[src/rtl/core/dtat_pkg.sv]
package dtat_pkg;

    localparam int SLOT_COUNT = 32;
    localparam int SLOT_W     = (SLOT_COUNT > 1) ? $clog2(SLOT_COUNT) : 1;

    typedef enum logic [1:0] {
        OP_ADD    = 2'd0,
        OP_REMOVE = 2'd1,
        OP_DATE   = 2'd2,
        OP_TIME   = 2'd3
    } op_t;

    typedef enum logic [2:0] {
        ST_IDLE,
        ST_ADD,
        ST_SCAN,
        ST_DRAIN,
        ST_FLUSH
    } state_t;

    // one table entry as held in the slot memory
    typedef struct packed {
        logic [7:0]  day_tag;
        logic [7:0]  handle;
        logic [4:0]  hour;
        logic [5:0]  minute;
        logic [7:0]  event_type;
        logic [15:0] event_arg;
    } slot_t;

    typedef struct packed {
        logic load;       // capture the input beat, rewind the slot index
        logic day_inc;
        logic advance;
        logic add_write;
        logic issue;      // read the slot at the index for the match check
        logic flush;      // release the held result as the last one
    } cmd_t;

    typedef struct packed {
        logic free_here;
        logic idx_last;
    } stat_t;

endpackage

[src/rtl/core/dtat_ctrl.sv]
module dtat_ctrl (
    input  logic             clk,
    input  logic             rst_n,
    input  logic             start,
    input  logic [1:0]       op,
    input  dtat_pkg::stat_t  stat,
    output dtat_pkg::cmd_t   cmd,
    output logic             busy
);
    import dtat_pkg::*;

    state_t state_reg;
    state_t state_next;
    logic   accept;

    assign accept = start && (state_reg == ST_IDLE);
    assign busy   = (state_reg != ST_IDLE);

    always_ff @(posedge clk or negedge rst_n)
    begin
        if (!rst_n)
        begin
            state_reg <= ST_IDLE;
        end
        else
        begin
            state_reg <= state_next;
        end
    end

    always_comb
    begin
        state_next = state_reg;
        unique case (state_reg)
            ST_IDLE:
            begin
                if (accept)
                begin
                    unique case (op_t'(op))
                        OP_ADD:    state_next = ST_ADD;
                        OP_REMOVE: state_next = ST_SCAN;
                        OP_DATE:   state_next = ST_IDLE;
                        OP_TIME:   state_next = ST_SCAN;
                    endcase
                end
            end
            ST_ADD:
            begin
                if (stat.free_here || stat.idx_last)
                begin
                    state_next = ST_IDLE;
                end
            end
            ST_SCAN:
            begin
                if (stat.idx_last)
                begin
                    state_next = ST_DRAIN;
                end
            end
            ST_DRAIN: state_next = ST_FLUSH;
            ST_FLUSH: state_next = ST_IDLE;
            default:  state_next = ST_IDLE;
        endcase
    end

    always_comb
    begin
        cmd = '0;
        unique case (state_reg)
            ST_IDLE:
            begin
                cmd.load    = accept;
                cmd.day_inc = accept && (op_t'(op) == OP_DATE);
            end
            ST_ADD:
            begin
                cmd.add_write = stat.free_here;
                cmd.advance   = !stat.free_here && !stat.idx_last;
            end
            ST_SCAN:
            begin
                cmd.issue   = 1'b1;
                cmd.advance = !stat.idx_last;
            end
            ST_DRAIN: cmd = '0;
            ST_FLUSH: cmd.flush = 1'b1;
            default:  cmd = '0;
        endcase
    end

endmodule

[src/rtl/core/dtat_datapath.sv]
module dtat_datapath (
    input  logic             clk,
    input  logic             rst_n,
    input  dtat_pkg::cmd_t   cmd,
    output dtat_pkg::stat_t  stat,
    input  logic [1:0]       op,
    input  logic [7:0]       handle,
    input  logic [4:0]       hour,
    input  logic [5:0]       minute,
    input  logic [7:0]       event_type,
    input  logic [15:0]      event_arg,
    output logic             fired,
    output logic [7:0]       fired_handle,
    output logic [7:0]       fired_type,
    output logic [15:0]      fired_arg,
    output logic             last
);
    import dtat_pkg::*;

    slot_t                 mem [SLOT_COUNT];
    slot_t                 rd_reg;
    logic [SLOT_COUNT-1:0] valid_reg;
    logic [SLOT_W-1:0]     idx_reg;
    logic [SLOT_W-1:0]     chk_idx_reg;
    logic                  chk_vld_reg;
    logic [7:0]            day_reg;

    op_t                   op_reg;
    logic [7:0]            handle_reg;
    logic [4:0]            hour_reg;
    logic [5:0]            minute_reg;
    logic [7:0]            type_reg;
    logic [15:0]           arg_reg;

    logic                  pend_vld_reg;
    slot_t                 pend_reg;

    logic                  hit_remove;
    logic                  hit_fire;

    assign stat.free_here = !valid_reg[idx_reg];
    assign stat.idx_last  = (idx_reg == SLOT_W'(SLOT_COUNT - 1));

    assign hit_remove = chk_vld_reg && (op_reg == OP_REMOVE) && valid_reg[chk_idx_reg]
                        && (rd_reg.handle == handle_reg);
    assign hit_fire   = chk_vld_reg && (op_reg == OP_TIME) && valid_reg[chk_idx_reg]
                        && (rd_reg.day_tag == day_reg) && (rd_reg.hour == hour_reg)
                        && (rd_reg.minute == minute_reg);

    always_ff @(posedge clk)
    begin
        if (cmd.add_write)
        begin
            mem[idx_reg] <= '{day_tag: day_reg, handle: handle_reg, hour: hour_reg,
                              minute: minute_reg, event_type: type_reg,
                              event_arg: arg_reg};
        end
        rd_reg <= mem[idx_reg];
    end

    always_ff @(posedge clk)
    begin
        if (cmd.load)
        begin
            op_reg     <= op_t'(op);
            handle_reg <= handle;
            hour_reg   <= hour;
            minute_reg <= minute;
            type_reg   <= event_type;
            arg_reg    <= event_arg;
        end
        chk_idx_reg <= idx_reg;
        if (hit_fire)
        begin
            pend_reg <= rd_reg;
        end
        // a new hit releases the held one; the flush releases it as the last
        if ((hit_fire || cmd.flush) && pend_vld_reg)
        begin
            fired_handle <= pend_reg.handle;
            fired_type   <= pend_reg.event_type;
            fired_arg    <= pend_reg.event_arg;
            last         <= cmd.flush;
        end
    end

    always_ff @(posedge clk or negedge rst_n)
    begin
        if (!rst_n)
        begin
            valid_reg    <= '0;
            idx_reg      <= '0;
            chk_vld_reg  <= 1'b0;
            day_reg      <= 8'd1;
            pend_vld_reg <= 1'b0;
            fired        <= 1'b0;
        end
        else
        begin
            chk_vld_reg <= cmd.issue;
            fired       <= (hit_fire || cmd.flush) && pend_vld_reg;
            if (cmd.day_inc)
            begin
                day_reg <= day_reg + 8'd1;
            end
            priority if (cmd.load)
            begin
                idx_reg <= '0;
            end
            else if (cmd.advance)
            begin
                idx_reg <= idx_reg + SLOT_W'(1);
            end
            if (cmd.add_write)
            begin
                valid_reg[idx_reg] <= 1'b1;
            end
            if (hit_remove || hit_fire)
            begin
                valid_reg[chk_idx_reg] <= 1'b0;
            end
            priority if (hit_fire)
            begin
                pend_vld_reg <= 1'b1;
            end
            else if (cmd.flush)
            begin
                pend_vld_reg <= 1'b0;
            end
        end
    end

endmodule

[src/rtl/core/day_tagged_alarm_table.sv]
// Alarm table of SLOT_COUNT slots. Pulse start with busy low to issue one op:
// a date change leaves busy low; an add walks the slots from the lowest one
// until it finds a free one; a remove or a time change reads every slot once
// through the registered slot memory port. Fired events come out in slot
// order, each for exactly one cycle with fired high, at most one a cycle; the
// final event of a time change carries last. The receiver cannot stall the
// output, so it must take every fired beat. Reset clears the valid bits at
// once; no clearing pass is needed.
module day_tagged_alarm_table (
    input  logic        clk,
    input  logic        rst_n,
    input  logic        start,
    output logic        busy,
    input  logic [1:0]  op,
    input  logic [7:0]  handle,
    input  logic [4:0]  hour,
    input  logic [5:0]  minute,
    input  logic [7:0]  event_type,
    input  logic [15:0] event_arg,
    output logic        fired,
    output logic [7:0]  fired_handle,
    output logic [7:0]  fired_type,
    output logic [15:0] fired_arg,
    output logic        last
);
    import dtat_pkg::*;

    cmd_t  cmd;
    stat_t stat;

    dtat_ctrl u_ctrl (
        .clk   (clk),
        .rst_n (rst_n),
        .start (start),
        .op    (op),
        .stat  (stat),
        .cmd   (cmd),
        .busy  (busy)
    );

    dtat_datapath u_datapath (
        .clk          (clk),
        .rst_n        (rst_n),
        .cmd          (cmd),
        .stat         (stat),
        .op           (op),
        .handle       (handle),
        .hour         (hour),
        .minute       (minute),
        .event_type   (event_type),
        .event_arg    (event_arg),
        .fired        (fired),
        .fired_handle (fired_handle),
        .fired_type   (fired_type),
        .fired_arg    (fired_arg),
        .last         (last)
    );

endmodule

[config.mk]
export PLATFORM = sky130hd
export DESIGN_NAME = day_tagged_alarm_table
export DESIGN_NICKNAME = d
export VERILOG_FILES = /design/src/rtl/core/dtat_pkg.sv /design/src/rtl/core/dtat_ctrl.sv /design/src/rtl/core/dtat_datapath.sv /design/src/rtl/core/day_tagged_alarm_table.sv
export SDC_FILE = /design/constraint.sdc
export NUM_CORES = 2
export LEC_CHECK = 0
export BUFFER_PORTS_ARGS = -buffer_cell sky130_fd_sc_hd__buf_2
export CAP_MARGIN = 15
export CORE_UTILIZATION = 62
export DETAILED_ROUTE_END_ITERATION = 6
export PLACE_DENSITY_LB_ADDON = 0.25
export SLEW_MARGIN = 20
export SYNTH_ARGS = -nofsm -noshare
export SYNTH_HDL_FRONTEND = slang
export SYNTH_SLANG_ARGS = --single-unit
[constraint.sdc]
create_clock -name clk -period 8.15 [get_ports clk]
set_clock_uncertainty 0.1 [all_clocks]
set_input_delay 1.63 -clock clk [delete_from_list [all_inputs] [get_ports clk]]
set_output_delay 1.63 -clock clk [all_outputs]
set_load 0.005 [all_outputs]
==> results.md <==
Drt:
- The first-pass iteration count of the detailed router is 5.
- The detail route stage leaves a number of antenna-violating nets equal to 0.
- The DRC violations left is 0.
- The final routed wirelength across all metal layers is 163 mm.
- After detailed routing, the number of vias per cell comes to 6.86.
- The detail-routed net length per standard cell is 33.1 µm.
- The first routing iteration left 4394 violations.
- The via count is 33890.

Critical path:
- The endpoint class of the critical path is a flop.
- The sort of element at the start of the critical path is a flop.
- The endpoint identified for the worst register-to-register timing path is u_datapath.mem[28][17]$_DFFE_PP_.
- The kind of cell with the highest combined delay on the critical path is buffers and inverters.
- The largest individual stage delay along the critical path comes from the cell buf_4.
- In this run the critical register-to-register path is launched from u_datapath.idx_reg[1]$_DFFE_PN0P_.
- The data arrival time of the worst path is 5.38 ns.
- Walking the worst path, the cells encountered are buf_4 -> mux2i_1 -> o41ai_1 -> a2111oi_4 -> nor2_4 -> nor2_1 -> and3_4 -> buf_4.
- Together, buffers and inverters on the worst path number 2.
- The reg2reg setup slack is 3.09 ns.
- Counting cells, the worst reg-to-reg path comes to 8.
- The largest fanout on the critical path is 66.
- The worst stage delay on the critical path is 0.84 ns.
- The required time at the worst-slack endpoint is 8.47 ns.
- The number of gates on the worst path with buffers counted is 8.
- The cell repeated most along the worst path is buf_4.
- The type of the worst setup path is reg -> reg.

Floorplanning:
- For this configuration, the core starts out at a cell density of 62.6%.
- The floorplan die height is 337 µm.
- The core region is 0.111 mm².
- The floorplan step defined a die boundary enclosing 0.113 mm².
- The cell row count is 122.
- The x dimension of the die is 337 µm.
- For this design the top-level I/O count stands at 83.

Run:
- Across the run, the number of max-cap violations was 0.

Clock tree:
- The H-tree generated during clock tree synthesis spans 4 levels.
- The number of sinks handled by clock tree synthesis is 1849.
- The number of instances resized during post-cts repair is 0.
- For the worst-skew pair, the clock arrives at the later sink with an insertion delay of 0.80 ns.
- TritonCTS created 177 clock buffers.
- The TritonCTS clock tree is done.
- Clock-pin slew was measured on the worst setup and hold paths at 0.07 ns.
- After clock tree synthesis, the flow added hold-fix buffers numbering 0.
- Counting along the longest clock path gives a buffer depth of 3.
- The buffer type at the clock tree root is clkbuf_16.
- After clock tree synthesis, the setup repair step added 0 buffers.

Synth:
- Yosys printed 0 warnings.
- The post-synthesis instance area is 0.0694 mm².
- The sequential share of the synthesized area is 78.8%.
- The most used flip-flop cell after synthesis is edfxtp_1.
- The netlist uses 64 different library cells.
- The count of flip-flops with a built-in enable after synthesis is 1742.
- The cell count after synthesis came out at 3121.
- The synthesized netlist net count is 3175.
- Synthesis inferred 1849 register bits.
- The synthesized area per cell is 22.2 µm².
- The fraction of registers with async set or reset after synthesis is 2.76%.

STA:
- The top achievable clock speed is 198 MHz.
- The post-route fraction of the period consumed by the critical path is 62.1%.
- Setup repair after global routing left no endpoint under its margin.
- Setup violations remaining at the end of the flow were counted as 0.
- The final setup TNS is 0 ns.
- Counting I/O delays and the setup requirement, the final critical path takes 5.06 ns.
- The final number of hold-violating endpoints is 0.
- The remaining max-slew budget at the tightest pin is 22.8%.
- The final count of pins violating max slew came to 0.
- The actual transition at the worst max-transition pin is 1.16 ns.

Cells and area:
- For this run, the share of the core covered by cells in the final layout is 70.0%.
- The register with the most flip-flops in the layout has 1632 of them.
- Leaving out fill and tap cells, the most frequent cell in the layout is edfxtp_1.
- The layout cell share with drive strength beyond 1 is 25.8%.
- The top cell types in the final layout, fill and taps aside, are edfxtp_1, mux4_2, a22oi_1, clkbuf_16, buf_2.
- The layout-stage area growth over the synthesis result is 11.9%.
- The number of nets in the layout is 3350.

GRT:
- Global routing used 29.5% of the available tracks.
- The first-pass GRT wire length is 235 mm.
- The initial antenna violation count came to 3.
- The total congestion overflow is 0.
- The via count of the first global-routing pass is 34151.
- Entering global routing, the biggest net connects 109 pins.

Run status:
- The flow ran to the end, and the final reports show no timing, DRC or antenna violations.

Pwr:
- The design draws 24.3 mW.
- For this design the static power due to leakage is 24.4 nW.
- The worst IR drop on VDD is 0.238 mV.
- Power spread over the standard cell area amounts to 313 mW/mm².

Place:
- During placement, the flow inserted port buffers numbering 82.
- At the end of routability-driven placement, the weighted congestion stood at 0.844.
- The detailed-placement wirelength estimate is 81.3 mm.

Worst hold path:
- The worst hold path belongs to the class reg -> reg.
- The worst min-delay path endpoint is u_datapath.pend_reg[10]$_DFFE_PP_.
- The worst hold path was traced through 0 stages.
- The beginning of the worst hold path is u_datapath.rd_reg[10]$_DFF_P_.
[logic make-up (layout without fill, tap and decap cells)]
logic type	after synthesis	count (layout)	synth area share (%)
AND/OR/NAND/NOR	271	271	2.18
multiplexers	450	450	13.9
AO/OA/AOI/OAI	299	299	3.22
adder cells (fa/ha/maj)	6	6	0.108
XOR/XNOR	34	34	0.429
other	0	1	0
flip-flops	1849	1849	78.8
buffers and inverters	212	539	1.37
[per-layer routing]
metal  track usage, %  vias to the layer above  routed length [µm]
met5                0                        -                   9
met4             8.65                        2                4250
met3             5.84                      292               14900
met2             47.1                     1948               80400
met1             42.2                    18081               63600
li1                 -                    13567                   -
[Yosys cell counts, types with 14 or more instances]
library cell	count	share of area, %
xnor2_1	22	0.28
nand4_1	57	0.51
buf_2	89	0.64
dfrtp_1	50	1.8
a22oi_1	195	2.1
nor2_1	21	0.11
edfxtp_1	1742	75
mux2i_1	40	0.58
o31ai_1	21	0.23
clkbuf_1	69	0.37
and3_1	25	0.23
a21boi_1	14	0.15
nand2_1	54	0.29
mux4_2	408	13
a21oi_1	21	0.15
inv_1	40	0.22
nor3_1	44	0.32
dfxtp_1	56	1.6
[cell type report]
| type | count | area, µm² |
|---|---|---|
| Tap cell | 1488 | 1860 |
| Timing Repair Buffer | 168 | 1170 |
| Fill cell | 6504 | 33200 |
| Antenna cell | 1 | 2.50 |
| Inverter | 40 | 151 |
| Clock inverter | 85 | 897 |
| Clock buffer | 246 | 4860 |
| Multi-Input combinational cell | 1060 | 14000 |
| Sequential cell | 1849 | 54700 |
[power by group]
part           leakage (nW)  internal, mW  switching, mW  total, mW
logic                  4.80          2.23           2.67       4.90
registers              16.8          10.8          0.510       11.4
clock network          2.80          4.58           3.48       8.06
[stage by stage]
step / hold slack [ns] / instances / setup slack, ns / instance area, µm²
2_1_floorplan: 0.242 / 3121 / 2.22 / 69400
3_3_place_gp: 0.292 / 4598 / 3.11 / 71700
3_5_place_dp: 0.289 / 4598 / 3.04 / 71700
4_1_cts: 0.302 / 4929 / 3.02 / 77500
5_1_grt: 0.313 / 4936 / 2.72 / 77600
6_report: 0.302 / 4937 / 3.09 / 77600
[how the worst max path moves through the flow]
stage | from | to
after floorplan | u_datapath.idx_reg[1]$_DFFE_PN0P_ | u_datapath.mem[10][0]$_DFFE_PP_
after global placement | u_datapath.idx_reg[0]$_DFFE_PN0P_ | u_datapath.rd_reg[4]$_DFF_P_
final | u_datapath.idx_reg[1]$_DFFE_PN0P_ | u_datapath.mem[28][17]$_DFFE_PP_
after CTS | u_datapath.idx_reg[0]$_DFFE_PN0P_ | u_datapath.rd_reg[4]$_DFF_P_
after detailed placement | u_datapath.idx_reg[0]$_DFFE_PN0P_ | u_datapath.rd_reg[4]$_DFF_P_
after global routing | u_datapath.idx_reg[0]$_DFFE_PN0P_ | u_datapath.rd_reg[4]$_DFF_P_
(Power assumes the default switching activity.)
